$ cat src/rtl/stt_pkg.sv
`timescale 1ns / 1ps
// ----------------------------------------------------------------------------
// Software timer table package
// Sizes, the entry record, command and status codes and controller states.
// ----------------------------------------------------------------------------
package stt_pkg;

  localparam int MAX_TASKS = 16;
  localparam int IDX_W     = (MAX_TASKS > 1) ? $clog2(MAX_TASKS) : 1;
  localparam int CNT_W     = $clog2(MAX_TASKS + 1);

  localparam int CMD_W    = 3;
  localparam int STATUS_W = 3;
  localparam int ID_W     = 16;
  localparam int DELAY_W  = 32;
  localparam int TIME_W   = 48;

  typedef struct packed {
    logic [ID_W-1:0]    id;
    logic [TIME_W-1:0]  due;
    logic [DELAY_W-1:0] period;
    logic               periodic;
  } entry_t;

  localparam int ENTRY_W = $bits(entry_t);

  typedef enum logic [CMD_W-1:0] {
    CMD_SCHED_ONCE     = 3'd0,
    CMD_SCHED_PERIODIC = 3'd1,
    CMD_REMOVE         = 3'd2,
    CMD_TICK           = 3'd3,
    CMD_CLEAR          = 3'd4
  } cmd_e;

  typedef enum logic [STATUS_W-1:0] {
    STAT_SCHEDULED = 3'd0,
    STAT_FULL      = 3'd1,
    STAT_REMOVED   = 3'd2,
    STAT_NOT_FOUND = 3'd3,
    STAT_FIRED     = 3'd4,
    STAT_TICK_DONE = 3'd5,
    STAT_CLEARED   = 3'd6
  } status_e;

  typedef enum logic [2:0] {
    S_IDLE,
    S_SCHED,
    S_CLEAR,
    S_SCAN,
    S_FINISH
  } state_e;

endpackage

$ cat src/rtl/stt_ram.sv
`timescale 1ns / 1ps
// ----------------------------------------------------------------------------
// Generic simple dual-port RAM
// One write port and one read port with a registered, enabled read.
// ----------------------------------------------------------------------------
module stt_ram #(
  parameter int WIDTH = 8,
  parameter int DEPTH = 16
) (
  input  logic                                     clk_i,
  input  logic                                     wr_en_i,
  input  logic [((DEPTH > 1) ? $clog2(DEPTH) : 1)-1:0] wr_addr_i,
  input  logic [WIDTH-1:0]                         wr_data_i,
  input  logic                                     rd_en_i,
  input  logic [((DEPTH > 1) ? $clog2(DEPTH) : 1)-1:0] rd_addr_i,
  output logic [WIDTH-1:0]                         rd_data_o
);

  logic [WIDTH-1:0] mem_q [DEPTH];
  logic [WIDTH-1:0] rd_data_q;

  always_ff @(posedge clk_i) begin
    if (wr_en_i) begin
      mem_q[wr_addr_i] <= wr_data_i;
    end
  end

  // The read data holds while the read enable is low.
  always_ff @(posedge clk_i) begin
    if (rd_en_i) begin
      rd_data_q <= mem_q[rd_addr_i];
    end
  end

  assign rd_data_o = rd_data_q;

endmodule

$ cat src/rtl/software_timer_table.sv
`timescale 1ns / 1ps
// ----------------------------------------------------------------------------
// Software timer table
// Keeps up to MAX_TASKS one-shot and periodic timers in insertion order in a
// single entry RAM and reports scheduling, removal and firing results.
// ----------------------------------------------------------------------------
//
//  Channel | Handshake            | Payload
//  --------+----------------------+------------------------------------------
//  input   | in_valid_i/in_stall_o | cmd_i, delay_i, target_id_i, now_i
//  output  | out_valid_o/out_stall_i | status_o, task_id_o, last_o
//
// A schedule or clear transaction goes through S_SCHED or S_CLEAR, which loads
// its report into the output register once that register can take it, and the
// input is free again after that. A remove or a tick walks the table once, one
// entry per cycle through the RAM read port while no report holds it, and then
// loads its final result in S_FINISH; the input is free again after that. Reset
// needs no clearing pass: the table is empty after reset and unwritten entries
// are never read. A stalled output register holds the walk at the entry that
// wants to report, and new transactions wait until the current one is done.
//
// The table is compacted in place while it is walked: each kept entry is
// written back at the write index, which never passes the read index, so a
// read and a write in the same cycle always touch different entries. Removed
// entries and fired one-shot entries are simply not written back, which
// closes the gap they leave. At the end of the walk the write index is the
// new entry count.
// ----------------------------------------------------------------------------
module software_timer_table import stt_pkg::*; (
  input  logic                clk_i,
  input  logic                rst_ni,
  input  logic                in_valid_i,
  output logic                in_stall_o,
  input  logic [CMD_W-1:0]    cmd_i,
  input  logic [DELAY_W-1:0]  delay_i,
  input  logic [ID_W-1:0]     target_id_i,
  input  logic [TIME_W-1:0]   now_i,
  output logic                out_valid_o,
  input  logic                out_stall_i,
  output logic [STATUS_W-1:0] status_o,
  output logic [ID_W-1:0]     task_id_o,
  output logic                last_o
);

  // Controller state and table bookkeeping.
  state_e state_q, state_d;
  logic [CNT_W-1:0] count_q, count_d;
  logic [ID_W-1:0]  next_id_q, next_id_d;
  logic [CNT_W-1:0] rd_idx_q, rd_idx_d;
  logic [CNT_W-1:0] wr_idx_q, wr_idx_d;
  logic             ev_q, ev_d;
  logic             found_q, found_d;

  // Latched transaction fields.
  logic [CMD_W-1:0]   cmd_q, cmd_d;
  logic [DELAY_W-1:0] delay_q, delay_d;
  logic [ID_W-1:0]    target_q, target_d;
  logic [TIME_W-1:0]  now_q, now_d;

  // Output register.
  logic                out_valid_q, out_valid_d;
  logic [STATUS_W-1:0] status_q, status_d;
  logic [ID_W-1:0]     task_id_q, task_id_d;
  logic                last_q, last_d;

  // RAM ports.
  logic               ram_we;
  logic [IDX_W-1:0]   ram_waddr;
  entry_t             ram_wdata;
  logic               ram_re;
  logic [IDX_W-1:0]   ram_raddr;
  logic [ENTRY_W-1:0] ram_rdata;

  logic    accept;
  logic    out_ld_ok;
  logic    is_tick;
  logic    is_full;
  entry_t  cur;
  logic    is_due;
  logic    id_match;
  logic    need_emit;
  logic    advance;
  logic    scan_done;
  logic    emit;
  status_e emit_status;
  logic [ID_W-1:0] emit_id;
  logic    emit_last;

  stt_ram #(
    .WIDTH (ENTRY_W),
    .DEPTH (MAX_TASKS)
  ) u_entry_ram (
    .clk_i     (clk_i),
    .wr_en_i   (ram_we),
    .wr_addr_i (ram_waddr),
    .wr_data_i (ram_wdata),
    .rd_en_i   (ram_re),
    .rd_addr_i (ram_raddr),
    .rd_data_o (ram_rdata)
  );

  assign in_stall_o = (state_q != S_IDLE);
  assign accept     = in_valid_i && !in_stall_o;
  // The output register can take a new result when it is empty or drains now.
  assign out_ld_ok  = !out_valid_q || !out_stall_i;

  assign is_tick  = (cmd_q == CMD_TICK);
  assign is_full  = (count_q == CNT_W'(MAX_TASKS));
  assign cur      = entry_t'(ram_rdata);
  assign is_due   = (now_q >= cur.due);
  assign id_match = !found_q && (cur.id == target_q);

  // Only a due entry during a tick produces a result mid-walk, so it is the
  // only case that can hold the walk back.
  assign need_emit = ev_q && is_tick && is_due;
  assign advance   = !need_emit || out_ld_ok;
  assign scan_done = !ev_q && (rd_idx_q == count_q);

  // Next state.
  always_comb begin
    state_d = state_q;
    unique case (state_q)
      S_IDLE: begin
        if (accept) begin
          priority case (cmd_i)
            CMD_SCHED_ONCE,
            CMD_SCHED_PERIODIC: state_d = S_SCHED;
            CMD_REMOVE,
            CMD_TICK:           state_d = S_SCAN;
            CMD_CLEAR:          state_d = S_CLEAR;
            default:            state_d = S_IDLE;
          endcase
        end
      end
      S_SCHED, S_CLEAR, S_FINISH: begin
        if (out_ld_ok) begin
          state_d = S_IDLE;
        end
      end
      S_SCAN: begin
        if (scan_done) begin
          state_d = S_FINISH;
        end
      end
      default: state_d = S_IDLE;
    endcase
  end

  // Datapath and outputs.
  always_comb begin
    count_d     = count_q;
    next_id_d   = next_id_q;
    rd_idx_d    = rd_idx_q;
    wr_idx_d    = wr_idx_q;
    ev_d        = ev_q;
    found_d     = found_q;
    cmd_d       = cmd_q;
    delay_d     = delay_q;
    target_d    = target_q;
    now_d       = now_q;
    ram_we      = 1'b0;
    ram_waddr   = wr_idx_q[IDX_W-1:0];
    ram_wdata   = cur;
    ram_re      = 1'b0;
    ram_raddr   = rd_idx_q[IDX_W-1:0];
    emit        = 1'b0;
    emit_status = STAT_TICK_DONE;
    emit_id     = '0;
    emit_last   = 1'b1;

    unique case (state_q)
      S_IDLE: begin
        if (accept) begin
          cmd_d    = cmd_i;
          delay_d  = delay_i;
          target_d = target_id_i;
          now_d    = now_i;
          rd_idx_d = '0;
          wr_idx_d = '0;
          ev_d     = 1'b0;
          found_d  = 1'b0;
        end
      end

      S_SCHED: begin
        if (out_ld_ok) begin
          emit = 1'b1;
          if (is_full) begin
            emit_status = STAT_FULL;
          end else begin
            ram_we             = 1'b1;
            ram_waddr          = count_q[IDX_W-1:0];
            ram_wdata.id       = next_id_q;
            ram_wdata.due      = now_q + TIME_W'(delay_q);
            ram_wdata.period   = delay_q;
            ram_wdata.periodic = (cmd_q == CMD_SCHED_PERIODIC);
            emit_status        = STAT_SCHEDULED;
            emit_id            = next_id_q;
            count_d            = count_q + CNT_W'(1);
            next_id_d          = next_id_q + ID_W'(1);
          end
        end
      end

      S_CLEAR: begin
        if (out_ld_ok) begin
          emit        = 1'b1;
          emit_status = STAT_CLEARED;
          count_d     = '0;
          next_id_d   = '0;
        end
      end

      S_SCAN: begin
        // Evaluate the entry whose read data is present.
        if (ev_q && advance) begin
          if (is_tick) begin
            if (is_due) begin
              emit        = 1'b1;
              emit_status = STAT_FIRED;
              emit_id     = cur.id;
              emit_last   = 1'b0;
              if (cur.periodic) begin
                ram_we        = 1'b1;
                ram_wdata.due = now_q + TIME_W'(cur.period);
                wr_idx_d      = wr_idx_q + CNT_W'(1);
              end
            end else begin
              ram_we   = 1'b1;
              wr_idx_d = wr_idx_q + CNT_W'(1);
            end
          end else begin
            if (id_match) begin
              found_d = 1'b1;
            end else begin
              ram_we   = 1'b1;
              wr_idx_d = wr_idx_q + CNT_W'(1);
            end
          end
        end
        // Fetch the next entry while the current one retires.
        if (advance) begin
          if (rd_idx_q < count_q) begin
            ram_re   = 1'b1;
            rd_idx_d = rd_idx_q + CNT_W'(1);
            ev_d     = 1'b1;
          end else begin
            ev_d = 1'b0;
          end
        end
      end

      S_FINISH: begin
        if (out_ld_ok) begin
          emit    = 1'b1;
          count_d = wr_idx_q;
          if (is_tick) begin
            emit_status = STAT_TICK_DONE;
          end else begin
            emit_status = found_q ? STAT_REMOVED : STAT_NOT_FOUND;
            emit_id     = target_q;
          end
        end
      end

      default: begin
      end
    endcase

    // Output register load and drain.
    out_valid_d = out_valid_q;
    status_d    = status_q;
    task_id_d   = task_id_q;
    last_d      = last_q;
    if (emit) begin
      out_valid_d = 1'b1;
      status_d    = emit_status;
      task_id_d   = emit_id;
      last_d      = emit_last;
    end else if (!out_stall_i) begin
      out_valid_d = 1'b0;
    end
  end

  always_ff @(posedge clk_i or negedge rst_ni) begin
    if (!rst_ni) begin
      state_q     <= S_IDLE;
      count_q     <= '0;
      next_id_q   <= '0;
      rd_idx_q    <= '0;
      wr_idx_q    <= '0;
      ev_q        <= 1'b0;
      found_q     <= 1'b0;
      out_valid_q <= 1'b0;
    end else begin
      state_q     <= state_d;
      count_q     <= count_d;
      next_id_q   <= next_id_d;
      rd_idx_q    <= rd_idx_d;
      wr_idx_q    <= wr_idx_d;
      ev_q        <= ev_d;
      found_q     <= found_d;
      out_valid_q <= out_valid_d;
    end
  end

  always_ff @(posedge clk_i) begin
    cmd_q     <= cmd_d;
    delay_q   <= delay_d;
    target_q  <= target_d;
    now_q     <= now_d;
    status_q  <= status_d;
    task_id_q <= task_id_d;
    last_q    <= last_d;
  end

  assign out_valid_o = out_valid_q;
  assign status_o    = status_q;
  assign task_id_o   = task_id_q;
  assign last_o      = last_q;

endmodule

$ cat config.mk
export PLATFORM = sky130hd
export DESIGN_NAME = software_timer_table
export DESIGN_NICKNAME = d
export VERILOG_FILES = /design/src/rtl/stt_pkg.sv /design/src/rtl/stt_ram.sv /design/src/rtl/software_timer_table.sv
export SDC_FILE = /design/constraint.sdc
export NUM_CORES = 2
export LEC_CHECK = 0
export BUFFER_PORTS_ARGS = -buffer_cell sky130_fd_sc_hd__buf_2
export CAP_MARGIN = 20
export CORE_ASPECT_RATIO = 1.4
export CORE_UTILIZATION = 40
export DETAILED_ROUTE_END_ITERATION = 10
export GPL_ROUTABILITY_DRIVEN = 0
export SKIP_LAST_GASP = 1
export SYNTH_ARGS = -nofsm -noshare
export SYNTH_HDL_FRONTEND = slang
export SYNTH_HIERARCHICAL = 1
export SYNTH_SLANG_ARGS = --single-unit
$ cat constraint.sdc
create_clock -name clk_i -period 10.4 [get_ports clk_i]
set_clock_uncertainty 0.15 [all_clocks]
set_input_delay 1.56 -clock clk_i [delete_from_list [all_inputs] [get_ports clk_i]]
set_output_delay 1.56 -clock clk_i [all_outputs]
set_load 0.01 [all_outputs]
# [Word level (Yosys, flattened, before mapping)]
# Memories as Yosys holds them, arrays and structs flattened. A register that Yosys moved wholly into a read port is not among the register bits.
# Cells that the tools add are included.
[word_totals] n_memories=1 mem_bits_rw=1552 regBits=156
[memory_table] name="u_entry_ram.mem_q" words=16 width=97 read_ports=1 rd_clocked_by_memory_dff=1 write_ports=1 line="stt_ram.sv:19" text="logic [WIDTH-1:0] mem_q [DEPTH];"
[op_classes] eq_ne=28 mux=82 n_addsub=6 magnitude_cmp=2 n_reduce_logical=32
[op_table] operator="$mux W97" n=2
[op_table] operator="$mux W48" n=4
[op_table] operator="$mux W16" n=11
[op_table] operator="$add A48 B32 Y48" n=2
[op_table] operator="$pmux W48 S2" n=1
[op_table] operator="$mux W5" n=12
[op_table] operator="$ge A48 B48 Y1" n=1
[op_table] operator="$pmux W16 S3" n=1
[op_table] operator="$mux W33" n=1
[op_table] operator="$pmux W16 S2" n=1
[op_table] operator="$mux W1" n=29
[op_table] operator="$ne A2 B2 Y1 const B" n=11
[op_table] operator="$pmux W5 S2" n=2
[op_table] operator="$mux W3" n=6
[op_table] operator="$add A16 B1 Y16 const B" n=1
[op_table] operator="$eq A16 B16 Y1" n=1
[op_table] operator="$add A5 B1 Y5 const B" n=3
[op_table] operator="$eq A3 B2 Y1 const B" n=5
[op_table] operator="$pmux W5 S3" n=1
[op_table] operator="$reduce_and A5 Y1" n=3
[op_table] operator="$mux W4" n=3
[op_table] operator="$pmux W3 S4" n=1
[op_table] operator="$eq A3 B1 Y1 const B" n=3
[op_table] operator="$pmux W3 S3" n=1
[op_table] operator="21 further kinds" n=44

# [Logic depth before layout (Yosys ltp)]
[logic_depth] ltp_word=10 ltp_mapped=13 ltp_nobuf=12

# [By module]
# The synthesis kept the hierarchy.
[by_module_without_submodules] mod="stt_ram" n_inst=1 area_per_inst_um2=60842.1 cells_each=2484
[by_module_without_submodules] mod="software_timer_table" n_inst=1 area_per_inst_um2=12937.4 cells_each=1459

# [Least setup slack after synthesis]
# No wires, ideal clock.
[synth_timing] path_kind="input to register" startpoint="input port in_valid_i" endpoint="register u_entry_ram.rd_data_q[0] (netlist: u_entry_ram/rd_data_o[0]) (read register of u_entry_ram.mem_q) (enable)" arrival_ns=10.794 path_stages=4 path_buffers=0 required_time_ns=9.577 setup_ns=0.673 setup_slack_ns=-1.217 cell_sequence="nand2_1 > inv_1 > nor2_1 > nor3_1"
[synth_lines] element="start, declared" line="software_timer_table.sv:32" text="input logic in_valid_i,"
[synth_lines] element="end, declared" line="stt_ram.sv:20" text="logic [WIDTH-1:0] rd_data_q;"

# [Worst setup path in the final report]
[layout_timing] startpoint="register now_q[25]" endpoint="memory u_entry_ram/mem_q[0][26] (netlist bit) (enable)"
[layout_between] elab_chain_cells=9
[layout_rtl] element="start, declared" line="software_timer_table.sv:58" text="logic [TIME_W-1:0] now_q, now_d;"
[layout_rtl] element="start signal, assigned" line="software_timer_table.sv:311" text="now_q <= now_d;"
[layout_rtl] element="$ge A48 B48 Y1 (*)" line="software_timer_table.sv:110" text="assign is_due = (now_q >= cur.due);"
[layout_rtl] element="$logic_and A1 B1 Y1" line="software_timer_table.sv:115" text="assign need_emit = ev_q && is_tick && is_due;"
[layout_rtl] element="$logic_not A1 Y1" line="software_timer_table.sv:116" text="assign advance = !need_emit || out_ld_ok;"
[layout_rtl] element="$logic_or A1 B1 Y1" line="software_timer_table.sv:116"
[layout_rtl] element="$logic_and A1 B1 Y1" line="software_timer_table.sv:216" text="if (ev_q && advance) begin"
[layout_rtl] element="$mux W1 (*)" line="software_timer_table.sv:216"
[layout_rtl] element="$pmux W1 S2 (*)" line="software_timer_table.sv:171" text="unique case (state_q)"
[layout_rtl] element="net ram_we" line="software_timer_table.sv:67" text="logic ram_we;"
[layout_rtl] element="$mux W1 (*)" line="stt_ram.sv:23" text="if (wr_en_i) begin"
[layout_rtl] element="$mux W1 (not written as such) (*)" line="stt_ram.sv:24" text="mem_q[wr_addr_i] <= wr_data_i;"
[layout_rtl] element="end, declared" line="stt_ram.sv:19"
# The timed path passes the listed nets; every way through them passes the cells marked *.

==> flow_summary.yaml <==
clocking:
  cts.htree.levels: 4
  clk_latency_ns: 0.80
  cts-root-buf: "clkbuf_16"
  hold_buffers: 0
  cts_tree: "built"
  clk_path_buf_depth: 3
  cts_buffers: 163
  cts-resized-gates: 0
  cts.sinks: 1805
  post-cts-setup-buffers: 0
  cts.clk_slew.worst_paths_ns: 0.07
synth:
  synth_cell_type_count: 76
  async_flop_share: 0.0205
  synth-edff-count: 1768
  postSynthCellCount: 3943
  ys.flop_type: "edfxtp_1"
  seq_area_frac_synth: 0.732
  synth-seq-cells: 1805
  syn_area_per_cell_um2: 18.7
  synth_warnings: 6
  synth_fp_nets: 4170
  mappedNetlistArea_um2: 73800
final_layout:
  regArea_um2: 54000
  final_common_cell: "edfxtp_1"
  final_cell_mix: "edfxtp_1, mux4_2, nand2_1"
  fillers: 15800
  multi_input_area_um2: 18800
  layout.nets: 4382
  final_layout_size_suffix_gt1_frac: 0.213
  area_growth_pct: 12.4
timing:
  layout_min_cycle_time_ns: 6.23
  setup_ws_ns: 4.17
  rsz0062_at_grt: "false"
  hold_viol: 0
  tns_ns: 0
  fin_crit_sh: 0.599
  tightest_slew_ns: 1.15
  setup_violations: 0
  slew_headroom: 0.237
  slew_violations: 0
  fmax_mhz: 160
global_routing:
  grt.total_usage: 0.205
  grt_max_degree: 142
  grt_remaining_overflow: 0
  antenna_found_initial: 9
  first_global_vias: 39900
  grt_pass1_wl_mm: 276
power:
  p_seq_frac: 0.483
  p_int_mw: 14.0
  swShare: 0.283
  power.density_nw_per_um2: 236
  ir_drop_mv: 0.127
  p_switching_mw: 5.53
  clockPowerShare: 0.304
  leakage_nw: 26.7
  combPwrFrac: 0.213
drt:
  wirelength_mm: 190
  vias: 38800
  drt-initial-drc-count: 3685
  antenna_left: 0
  viasPerCell: 5.76
  first_pass_iters: 5
  route.detailed.drc: 0
  post_drt_wl_per_cell_um: 28.3
floorplanning:
  die-area_um2: 186000
  fp-row-count: 186
  core_um2: 183000
  initial_utilization: 0.402
  fp.dieW_um: 365
  die_h_um: 510
  pin_count: 125
min_path:
  holdPathStages: 1
  min-delay-start: "wr_idx_q[4]"
  hold_path_class: "reg -> reg"
  holdPathEnd: "wr_idx_q[4]"
job:
  drv_cap: 0
worst_setup_path:
  crit_path_end_kind: "register"
  r2r_cells: 13
  crit_fanout: 40
  reg2reg_slack_ns: 4.17
  worstPathRequired_ns: 10.65
  worstPathArrival_ns: 6.49
  r2r-end: "u_entry_ram/mem_q[0][26]"
  worstSetupStartpointType: "register"
  r2r_start: "now_q[25]"
  critPathKind: "reg -> reg"
placed_design:
  pre_cts_slack_ns: 4.14
  dpl.hpwl_mm: 111
  io_buffers: 124
status:
  outcome: "finished clean"
[stage by stage]
stage / power, mW / hold WS, ns / instance area, um^2 / util / std cells
6_report: 19.5 / 0.321 / 82900 / 0.452 / 6728
5_1_grt: 20.3 / 0.351 / 82900 / 0.452 / 6726
4_1_cts: 19.7 / 0.326 / 82800 / 0.452 / 6714
3_5_place_dp: 13.8 / 0.318 / 77600 / 0.423 / 6423
3_3_place_gp: 13.7 / 0.319 / 77600 / 0.423 / 6420
2_1_floorplan: 12.3 / 0.295 / 73800 / - / 3943
[sequential cells by signal (all words and copies together), names as in the netlist, 3 cells and up]
signal / count
delay_q: 32
next_id_q: 16
now_q: 48
target_q: 16
count_q: 5
u_entry_ram/mem_q: 1552
status_o: 3
u_entry_ram/rd_data_o: 97
task_id_o: 16
rd_idx_q: 5
wr_idx_q: 5
cmd_q: 3
state_q: 3
[cell usage after synthesis, types with 5 or more instances]
master | instances | area (um^2)
dfrtp_1 | 37 | 926
a21o_1 | 51 | 383
xnor2_1 | 55 | 482
nand3_1 | 31 | 155
o21bai_1 | 13 | 97.6
o21ai_1 | 8 | 40.0
buf_2 | 37 | 185
o221ai_1 | 15 | 131
a221o_1 | 26 | 260
nor3_1 | 24 | 120
a31oi_1 | 13 | 81.3
buf_4 | 26 | 195
inv_1 | 87 | 327
a211oi_1 | 23 | 173
and3_1 | 27 | 169
a21oi_1 | 97 | 485
a2bb2oi_1 | 5 | 43.8
nand4_1 | 34 | 213
mux4_2 | 388 | 8740
nor3b_1 | 5 | 37.5
a22oi_1 | 209 | 1570
and2_1 | 10 | 62.6
nor2b_1 | 17 | 106
xor2_1 | 60 | 526
o21ai_0 | 90 | 450
mux2i_1 | 6 | 60.1
ha_1 | 122 | 1530
o211ai_1 | 14 | 105
buf_1 | 30 | 113
nor2_1 | 105 | 394
o31a_1 | 5 | 43.8
nand2_1 | 300 | 1130
nand2b_1 | 15 | 93.8
and4_1 | 5 | 43.8
o21a_1 | 11 | 82.6
nor4_1 | 7 | 43.8
clkbuf_1 | 94 | 353
edfxtp_1 | 1768 | 53100
[metal layers]
| metal | GRT usage | wire [um] | vias to the layer above |
|---|---|---|---|
| met4 | 0.0557 | 4340 | 2 |
| met1 | 0.275 | 77800 | 20700 |
| met2 | 0.350 | 97100 | 1301 |
| met3 | 0.0294 | 11100 | 260 |
| li1 | - | - | 16500 |
| met5 | 0 | 13 | - |
[worst max path at each step]
stage                                    from                   endpoint  slack, ns  cells after the start
CTS                                 now_q[25]   u_entry_ram/mem_q[0][57]       4.08                     13
global route                        now_q[25]   u_entry_ram/mem_q[0][57]       3.90                     13
floorplan                          in_valid_i   u_entry_ram/rd_data_o[0]       1.77                      4
detailed placement                  now_q[25]   u_entry_ram/mem_q[0][24]       4.14                     13
global placement    u_entry_ram/rd_data_o[35]  u_entry_ram/mem_q[12][57]       4.13                     13
finish                              now_q[25]   u_entry_ram/mem_q[0][26]       4.17                     13
[area by class of cell]
type,count,area share
diodes,3,0.0000905
repair buffers,238,0.0183
well taps,2444,0.0369
inverters,89,0.00409
clock buffers,212,0.0536
clock inverters,79,0.00916
multi-input cells,1858,0.226
flip-flops and latches,1805,0.652
[worst max-delay path, stage by stage, from the launching register on]
cell	delay, ns
edfxtp_1	0.42
ha_1	0.33
a21oi_1	0.14
o21ai_0	0.14
a221oi_1	0.72
o211ai_1	0.22
o21ai_1	0.54
nand2_1	0.34
a31oi_1	0.47
or2_2	0.23
or3b_2	0.58
nor3_4	0.18
buf_4	0.53
buf_4	0.78
[power groups by stage]
| stage | registers (mW) | logic [mW] | clock network (mW) |
|---|---|---|---|
| after floorplan | 9.49 | 2.85 | 0 |
| after global placement | 9.59 | 4.09 | 0 |
| after detailed placement | 9.60 | 4.15 | 0 |
| after CTS | 9.45 | 4.16 | 6.06 |
| after global routing | 9.48 | 4.51 | 6.29 |
| final | 9.44 | 4.16 | 5.94 |
[kinds of logic (layout without fill, tap and decap cells)]
logic type,after synthesis,count (layout),synth area share
flip-flops,1805,1805,0.732
AO/OA/AOI/OAI,623,623,0.0600
AND/OR/NAND/NOR,602,602,0.0372
multiplexers,394,394,0.119
buffers and inverters,280,618,0.0165
adder cells (fa/ha/maj),124,124,0.0212
XOR/XNOR,115,115,0.0137
other,0,3,0
Note: power is estimated with default switching activity, not from simulation.
